--- config.mk ---
export PLATFORM = sky130hd
export DESIGN_NAME = first_fit_block_allocator_top
export DESIGN_NICKNAME = d
export VERILOG_FILES = /design/src/hdl/ffba_pkg.sv /design/src/hdl/ffba_ram.sv /design/src/hdl/ffba_core.sv /design/src/hdl/first_fit_block_allocator_top.sv
export SDC_FILE = /design/constraint.sdc
export NUM_CORES = 2
export LEC_CHECK = 0
export CORE_MARGIN = 2
export CORE_UTILIZATION = 42
export DETAILED_ROUTE_END_ITERATION = 12
export DONT_BUFFER_PORTS = 1
export PLACE_DENSITY = 0.6
export SYNTH_ARGS = -nofsm -noshare
export SYNTH_HDL_FRONTEND = slang
export SYNTH_SLANG_ARGS = --single-unit
--- constraint.sdc ---
create_clock -name clk_i -period 14.95 [get_ports clk_i]
set_clock_uncertainty 0.15 [all_clocks]
set_input_delay 2.99 -clock clk_i [delete_from_list [all_inputs] [get_ports clk_i]]
set_output_delay 2.99 -clock clk_i [all_outputs]
set_load 0.03 [all_outputs]
--- src/hdl/ffba_pkg.sv ---
// Shared constants, codes and types of the first-fit block allocator.
`timescale 1ns / 1ps
package ffba_pkg;

  localparam int unsigned MaxBlocks   = 64;
  localparam int unsigned HeaderBytes = 24;

  localparam int unsigned AddrW  = 32;
  localparam int unsigned ReqW   = 24;
  localparam int unsigned SizeW  = 25;
  localparam int unsigned CountW = $clog2(MaxBlocks + 1);
  localparam int unsigned IdxW   = (MaxBlocks > 1) ? $clog2(MaxBlocks) : 1;
  localparam int unsigned CfgIdxW = 1;

  localparam logic [AddrW-1:0] HeapBaseReset  = 32'h0010_0000;
  localparam logic [AddrW-1:0] HeapLimitReset = 32'h0110_0000;

  // Command codes
  localparam logic CmdAlloc = 1'b0;
  localparam logic CmdFree  = 1'b1;

  // Configuration register indexes
  localparam logic [CfgIdxW-1:0] RegHeapBase  = 1'b0;
  localparam logic [CfgIdxW-1:0] RegHeapLimit = 1'b1;

  typedef enum logic [2:0] {
    StReused    = 3'd0,
    StNew       = 3'd1,
    StFreed     = 3'd2,
    StNull      = 3'd3,
    StNoHeap    = 3'd4,
    StTableFull = 3'd5,
    StUnknown   = 3'd6
  } status_e;

  typedef struct packed {
    logic             is_free;
    logic [SizeW-1:0] size;
    logic [AddrW-1:0] payload;
  } entry_t;

  localparam int unsigned EntryW = $bits(entry_t);

  typedef struct packed {
    logic             cmd;
    logic [ReqW-1:0]  size;
    logic [AddrW-1:0] addr;
  } req_t;

  typedef struct packed {
    logic [AddrW-1:0] addr;
    status_e          status;
  } resp_t;

  typedef struct packed {
    logic             base_we;
    logic [AddrW-1:0] base;
    logic [AddrW-1:0] limit;
  } cfg_t;

endpackage

--- src/hdl/ffba_ram.sv ---
// Generic single-write, single-read RAM with registered read data.
`timescale 1ns / 1ps
module ffba_ram #(
  parameter int unsigned Width = 8,
  parameter int unsigned Depth = 16,
  localparam int unsigned AW = (Depth > 1) ? $clog2(Depth) : 1
) (
  input  logic             clk_i,
  input  logic             we_i,
  input  logic [AW-1:0]    waddr_i,
  input  logic [Width-1:0] wdata_i,
  input  logic             re_i,
  input  logic [AW-1:0]    raddr_i,
  output logic [Width-1:0] rdata_o
);

  logic [Width-1:0] mem_q [Depth];
  logic [Width-1:0] rdata_q;

  always_ff @(posedge clk_i) begin
    if (we_i) begin
      mem_q[waddr_i] <= wdata_i;
    end
    if (re_i) begin
      rdata_q <= mem_q[raddr_i];
    end
  end

  assign rdata_o = rdata_q;

endmodule

--- src/hdl/ffba_core.sv ---
// Allocator sequencer: block table scan, append and free bookkeeping.
`timescale 1ns / 1ps
module ffba_core (
  input  logic            clk_i,
  input  logic            rst_ni,
  input  logic            start_i,
  input  ffba_pkg::req_t  req_i,
  input  ffba_pkg::cfg_t  cfg_i,
  input  logic            out_free_i,
  output logic            idle_o,
  output logic            done_o,
  output ffba_pkg::resp_t resp_o
);

  localparam logic [1:0] SIdle   = 2'd0;
  localparam logic [1:0] SScan   = 2'd1;
  localparam logic [1:0] SAppend = 2'd2;
  localparam logic [1:0] SResp   = 2'd3;

  logic [1:0] state_q, state_d;
  logic [ffba_pkg::CountW-1:0] count_q, count_d;
  logic [ffba_pkg::CountW-1:0] iss_q, iss_d;
  logic [ffba_pkg::IdxW-1:0]   chk_q, chk_d;
  logic rv_q, rv_d;
  logic [ffba_pkg::AddrW-1:0] bp_q, bp_d;
  logic cmd_q, cmd_d;
  logic [ffba_pkg::AddrW-1:0] addr_q, addr_d;
  logic [ffba_pkg::SizeW-1:0] want_q, want_d;
  ffba_pkg::resp_t res_q, res_d;

  logic ram_we, ram_re;
  logic [ffba_pkg::IdxW-1:0] ram_waddr, ram_raddr;
  ffba_pkg::entry_t ram_wdata, rd;
  logic [ffba_pkg::EntryW-1:0] rd_raw;

  logic hit;
  logic [ffba_pkg::AddrW:0] end_addr;
  logic [ffba_pkg::AddrW-1:0] new_payload;

  ffba_ram #(
    .Width(ffba_pkg::EntryW),
    .Depth(ffba_pkg::MaxBlocks)
  ) u_table (
    .clk_i  (clk_i),
    .we_i   (ram_we),
    .waddr_i(ram_waddr),
    .wdata_i(ram_wdata),
    .re_i   (ram_re),
    .raddr_i(ram_raddr),
    .rdata_o(rd_raw)
  );

  assign rd = ffba_pkg::entry_t'(rd_raw);

  // Shared compare unit: one table entry per cycle
  always_comb begin
    if (cmd_q == ffba_pkg::CmdFree) begin
      hit = rv_q && (rd.payload == addr_q);
    end else begin
      hit = rv_q && rd.is_free && (rd.size >= want_q);
    end
  end

  assign end_addr = {1'b0, bp_q} + (ffba_pkg::AddrW+1)'(ffba_pkg::HeaderBytes)
                    + (ffba_pkg::AddrW+1)'(want_q);
  assign new_payload = bp_q + ffba_pkg::AddrW'(ffba_pkg::HeaderBytes);

  always_comb begin
    state_d   = state_q;
    count_d   = count_q;
    iss_d     = iss_q;
    chk_d     = chk_q;
    rv_d      = rv_q;
    bp_d      = bp_q;
    cmd_d     = cmd_q;
    addr_d    = addr_q;
    want_d    = want_q;
    res_d     = res_q;
    ram_we    = 1'b0;
    ram_waddr = chk_q;
    ram_wdata = rd;
    ram_re    = 1'b0;
    ram_raddr = iss_q[ffba_pkg::IdxW-1:0];
    done_o    = 1'b0;

    if (cfg_i.base_we && (count_q == '0)) begin
      bp_d = cfg_i.base;
    end

    case (state_q)
      SIdle: begin
        if (start_i) begin
          cmd_d  = req_i.cmd;
          addr_d = req_i.addr;
          want_d = ({1'b0, req_i.size} + ffba_pkg::SizeW'(7)) & ~ffba_pkg::SizeW'(7);
          iss_d  = '0;
          rv_d   = 1'b0;
          if ((req_i.cmd == ffba_pkg::CmdFree) ? (req_i.addr == '0) : (req_i.size == '0)) begin
            res_d   = '{addr: '0, status: ffba_pkg::StNull};
            state_d = SResp;
          end else begin
            state_d = SScan;
          end
        end
      end
      SScan: begin
        if (hit) begin
          ram_we    = 1'b1;
          ram_waddr = chk_q;
          ram_wdata = '{is_free: (cmd_q == ffba_pkg::CmdFree), size: rd.size,
                        payload: rd.payload};
          if (cmd_q == ffba_pkg::CmdFree) begin
            res_d = '{addr: '0, status: ffba_pkg::StFreed};
          end else begin
            res_d = '{addr: rd.payload, status: ffba_pkg::StReused};
          end
          state_d = SResp;
        end else if (!rv_q && (iss_q >= count_q)) begin
          if (cmd_q == ffba_pkg::CmdFree) begin
            res_d   = '{addr: '0, status: ffba_pkg::StUnknown};
            state_d = SResp;
          end else begin
            state_d = SAppend;
          end
        end else if (iss_q < count_q) begin
          ram_re = 1'b1;
          chk_d  = iss_q[ffba_pkg::IdxW-1:0];
          iss_d  = iss_q + ffba_pkg::CountW'(1);
          rv_d   = 1'b1;
        end else begin
          rv_d = 1'b0;
        end
      end
      SAppend: begin
        if (end_addr > {1'b0, cfg_i.limit}) begin
          res_d = '{addr: '0, status: ffba_pkg::StNoHeap};
        end else if (count_q == ffba_pkg::CountW'(ffba_pkg::MaxBlocks)) begin
          res_d = '{addr: '0, status: ffba_pkg::StTableFull};
        end else begin
          ram_we    = 1'b1;
          ram_waddr = count_q[ffba_pkg::IdxW-1:0];
          ram_wdata = '{is_free: 1'b0, size: want_q, payload: new_payload};
          count_d   = count_q + ffba_pkg::CountW'(1);
          bp_d      = end_addr[ffba_pkg::AddrW-1:0];
          res_d     = '{addr: new_payload, status: ffba_pkg::StNew};
        end
        state_d = SResp;
      end
      SResp: begin
        if (out_free_i) begin
          done_o  = 1'b1;
          state_d = SIdle;
        end
      end
      default: begin
        state_d = SIdle;
      end
    endcase
  end

  always_ff @(posedge clk_i or negedge rst_ni) begin
    if (!rst_ni) begin
      state_q <= SIdle;
      count_q <= '0;
      iss_q   <= '0;
      rv_q    <= 1'b0;
      bp_q    <= ffba_pkg::HeapBaseReset;
    end else begin
      state_q <= state_d;
      count_q <= count_d;
      iss_q   <= iss_d;
      rv_q    <= rv_d;
      bp_q    <= bp_d;
    end
  end

  always_ff @(posedge clk_i) begin
    chk_q  <= chk_d;
    cmd_q  <= cmd_d;
    addr_q <= addr_d;
    want_q <= want_d;
    res_q  <= res_d;
  end

  assign idle_o = (state_q == SIdle);
  assign resp_o = res_q;

endmodule

--- src/hdl/first_fit_block_allocator_top.sv ---
// Flow: a null request goes straight to the response state; otherwise the table is scanned
// from the first entry (the scan reads one table entry per cycle), and an allocation that
// finds no free fit appends a new block. One request at a time: s_axis_tready stays low
// until the result is loaded, so output stalls also hold back the next request word.
// Reset: asynchronous active low; empties the table, break pointer to 0x00100000,
// heap limit to 0x01100000. Table contents are not cleared.
`timescale 1ns / 1ps
module first_fit_block_allocator_top (
  input  logic                          clk_i,
  input  logic                          rst_ni,
  input  logic                          s_axis_tvalid,
  output logic                          s_axis_tready,
  input  logic [55:0]                   s_axis_tdata,  // request_size, release_address
  input  logic                          s_axis_tuser,  // cmd
  output logic                          m_axis_tvalid,
  input  logic                          m_axis_tready,
  output logic [31:0]                   m_axis_tdata,  // result_address
  output logic [2:0]                    m_axis_tuser,  // status
  input  logic                          cfg_valid_i,
  output logic                          cfg_ready_o,
  input  logic [ffba_pkg::CfgIdxW-1:0]  cfg_index_i,
  input  logic [ffba_pkg::AddrW-1:0]    cfg_data_i
);

  logic [ffba_pkg::AddrW-1:0] limit_q;
  logic out_valid_q;
  ffba_pkg::resp_t out_q;
  ffba_pkg::req_t req;
  ffba_pkg::cfg_t cfg;
  ffba_pkg::resp_t resp;
  logic core_idle, core_done, out_free, cfg_we;

  assign cfg_ready_o = 1'b1;
  assign cfg_we      = cfg_valid_i && cfg_ready_o;

  always_ff @(posedge clk_i or negedge rst_ni) begin
    if (!rst_ni) begin
      limit_q <= ffba_pkg::HeapLimitReset;
    end else if (cfg_we && (cfg_index_i == ffba_pkg::RegHeapLimit)) begin
      limit_q <= cfg_data_i;
    end
  end

  assign cfg = '{base_we: cfg_we && (cfg_index_i == ffba_pkg::RegHeapBase),
                 base: cfg_data_i, limit: limit_q};

  assign req = '{cmd: s_axis_tuser, size: s_axis_tdata[23:0], addr: s_axis_tdata[55:24]};

  assign s_axis_tready = core_idle;
  assign out_free      = !out_valid_q || m_axis_tready;

  ffba_core u_core (
    .clk_i     (clk_i),
    .rst_ni    (rst_ni),
    .start_i   (s_axis_tvalid && s_axis_tready),
    .req_i     (req),
    .cfg_i     (cfg),
    .out_free_i(out_free),
    .idle_o    (core_idle),
    .done_o    (core_done),
    .resp_o    (resp)
  );

  // Output word register
  always_ff @(posedge clk_i or negedge rst_ni) begin
    if (!rst_ni) begin
      out_valid_q <= 1'b0;
    end else if (core_done) begin
      out_valid_q <= 1'b1;
    end else if (m_axis_tready) begin
      out_valid_q <= 1'b0;
    end
  end

  always_ff @(posedge clk_i) begin
    if (core_done) begin
      out_q <= resp;
    end
  end

  assign m_axis_tvalid = out_valid_q;
  assign m_axis_tdata  = out_q.addr;
  assign m_axis_tuser  = out_q.status;

endmodule

==> flow_summary.yaml <==
hold_path:
  holdPathStages: 0
  holdCritPathClass: "register to register"
  min_from: "u_core.resp_o[15]"
  holdPathEnd: "m_axis_tdata[12]"
logic_synthesis:
  yosys_most_used_dff: "edfxtp_1"
  ys_types: 76
  synth_edf_count: 3901
  synth_nets: 6828
  synth_top_family_by_area: "multiplexers"
  synth_cells: 6619
  synth_seq_cells: 3983
  synth.area.mux_share_pct: 18.1
  yosys_warnings: 0
  synth_top_area_share_pct: 75.4
  synth-simple-area-share_pct: 1.32
  synth_xor_area_share_pct: 0.620
  async_flop_share_pct: 2.06
  synthAdderAreaFrac_pct: 0.923
  synth_area_per_cell_um2: 23.5
  yosysTopAreaCell: "edfxtp_1"
  synth_compound_area_share_pct: 1.29
  synth_area_leaders: "edfxtp_1, mux4_2, dfrtp_1"
  synthesis.area_um2: 155000
  yosysSeqAreaShare_pct: 76.7
floorplanning:
  rows: 223
  start_util_pct: 42.2
  io_pins: 133
  die_x_um: 612
  design.core.area_um2: 369000
  die_h_um: 612
  die_area_um2: 375000
global_routing:
  grt_max_degree: 138
  grt_overflow: 0
  antenna_found_initial: 44
  grt_usage_pct: 22.2
  grt_pass1_wl_mm: 583
  grt_pass1_vias: 73500
routing:
  antenna_left: 0
  post_drt_wl_per_cell_um: 34.2
  drt-vias-per-instance: 6.06
  remaining_drc_errors: 0
  drt_iter0_drc: 10400
  vias: 74100
  wirelength_mm: 418
  detail_route.first_pass.iterations: 6
critical_path:
  cpPeakStageDelay_ns: 0.67
  crit_chain: "inv_1, ha_1, inv_1, ha_1, a211oi_1, o211ai_1, a22oi_1, o21ai_0, a221o_1, a221oi_1, nor2_1, xnor2_1, ha_1, nand3_1, or2_2, a31oi_1, a2111o_1, o211a_1, nor2_4, buf_4, nand2_4, buf_4, o2bb2ai_4, buf_4"
  cp.required_ns: 15.43
  reg2reg_depth: 24
  r2r_start: "u_core.want_q[4]"
  cp_slowest_cell: "a221oi_1"
  rr_endpoint: "u_core.u_table.mem_q[4][14]"
  rrSetupSlack_ns: 6.43
  worstPathArrival_ns: 9.00
  startpoint_type: "register"
  crit_type: "register to register"
  cp_max_fo: 55
  end_kind: "register"
timing:
  rsz0062_at_grt: "no"
  fmaxAchievable_ghz: 0.117
  fin_tns_setup_ns: 0
  hold_ws_ns: 0.269
  final.setup.worst_slack_ns: 6.43
  worst_pin_slew_ns: 1.27
  setup-violations-final: 0
  layout_min_cycle_time_ns: 8.52
  final-hold-violation-count: 0
  relSlewSlack_pct: 15.4
  drv_slew: 0
  period_share_pct: 57.0
placed_design:
  io_buffers: 0
  dp_slack_ns: 6.48
  place_area_um2: 163000
  post-dp-hpwl_mm: 237
  gp_congestion: 0.863
layout:
  drive_gt1_share_pct: 30.6
  final_common_cell: "edfxtp_1"
  fillCellCount: 29400
  fin_util_pct: 47.8
  area_growth_syn_to_layout_pct: 13.4
  mostFrequentLayoutCells: "edfxtp_1, mux4_2, clkbuf_16"
  fin_nets: 7139
  design_area_um2: 176000
clock_network:
  clk_latency_ns: 0.96
  cts.root.buffer_cell: "clkbuf_16"
  cts-buffers-inserted: 397
  clkSlewWorstSetupHoldPaths_ns: 0.06
  cts.htree.levels: 5
  post_cts_buffers: 0
  hold_buffers: 0
  cts_tree: "done"
  cts_sinks: 3983
  post_cts_resized: 0
  clock_path_buffers: 4
run_status:
  run_status: "finished, final reports clean"
pwr:
  irDropWorstVdd_mv: 0.259
  leakage_nw: 54.5
  p_per_area_nw_per_um2: 218
job:
  max_cap_viol_count: 0
cell families after synthesis:
kind of cell	after synthesis
other	1
muxes	1282
xor gates and xnor gates	110
DFF	3983
and+or+nand+nor	403
adders and majority gates	114
AOI/OAI and AO/OA	292
buffers and inverters	434
power breakdown:
part	leakage, nW	internal [mW]	switching [mW]	total (mW)
Sequential	36.4	16.2	0.488	16.6
Clock	6.33	5.74	4.25	9.99
Combinational	11.7	3.67	8.16	11.8
registers in the layout, indices dropped and copies added (netlist names):
| name | flops |
|---|---|
| m_axis_tvalid | 1 |
| u_core.state_q | 2 |
| m_axis_tdata | 32 |
| u_core.addr_q | 32 |
| u_core.want_q | 22 |
| u_core.rv_q | 1 |
| u_core.iss_q | 7 |
| u_core.cmd_q | 1 |
| u_core.count_q | 7 |
| u_core.chk_q | 6 |
| limit_q | 32 |
| u_core.u_table.mem_q | 3712 |
| u_core.u_table.rdata_o | 58 |
| m_axis_tuser | 3 |
| u_core.resp_o | 35 |
| u_core.bp_q | 32 |
synth_stat cells, drive strengths merged (11+ instances only):
cell	instances
mux2i	32
xnor2	56
nor4	43
mux4	1218
a21o	16
nand4	24
nor2b	11
o2bb2ai	31
o21ai	86
mux2	32
nand3	24
inv	105
xor2	54
and2	11
buf	88
ha	113
dfrtp	79
edfxtp	3901
clkbuf	241
nand2	117
nor2	53
a22o	32
nor3	69
a21oi	46
metrics by stage:
step,instances,power (mW)
floorplan,6619,23.4
global placement,11500,28.4
detailed placement,11500,28.8
CTS,12200,38.7
global route,12200,39.8
finish,12200,38.5
final cells by class:
| type | instances | area (um^2) | area share [%] |
|---|---|---|---|
| Tap cell | 4950 | 6190 | 3.51 |
| Timing Repair Buffer | 241 | 1920 | 1.09 |
| Clock buffer | 480 | 10500 | 5.96 |
| Antenna cell | 9 | 22.5 | 0.0128 |
| Inverter | 105 | 399 | 0.226 |
| Clock inverter | 262 | 2520 | 1.43 |
| Sequential cell | 3983 | 119000 | 67.6 |
| Multi-Input combinational cell | 2202 | 35500 | 20.2 |
worst max-delay path by stage:
stage,start,endpoint,slack (ns),cells after the start
CTS,u_core.want_q[4],u_core.u_table.mem_q[9][14],6.44,24
global route,u_core.want_q[4],u_core.u_table.mem_q[9][14],5.84,24
global placement,u_core.want_q[4],u_core.u_table.mem_q[13][14],6.51,24
detailed placement,u_core.want_q[4],u_core.u_table.mem_q[35][14],6.48,24
floorplan,u_core.bp_q[5],u_core.u_table.mem_q[48][0],3.70,21
finish,u_core.want_q[4],u_core.u_table.mem_q[4][14],6.43,24
metal layers:
layer / global-route usage [%] / up-vias / share of wire (%)
li1: - / 29100 / -
met1: 32.6 / 40600 / 41
met2: 34.1 / 3887 / 47
met3: 4.53 / 538 / 10
met4: 5.60 / 12 / 2.6
met5: 0 / - / 0.021
worst max-delay path: cells and delay by family, from the launching register on:
| kind | cells | cell delay [ns] |
|---|---|---|
| simple gates | 5 | 1.03 |
| buf+inv | 5 | 1.79 |
| fa+ha+maj | 3 | 0.82 |
| flops | 1 | 0.40 |
| xor+xnor | 1 | 0.17 |
| compound gates | 10 | 3.67 |
Power figures use the tool's default switching activity.
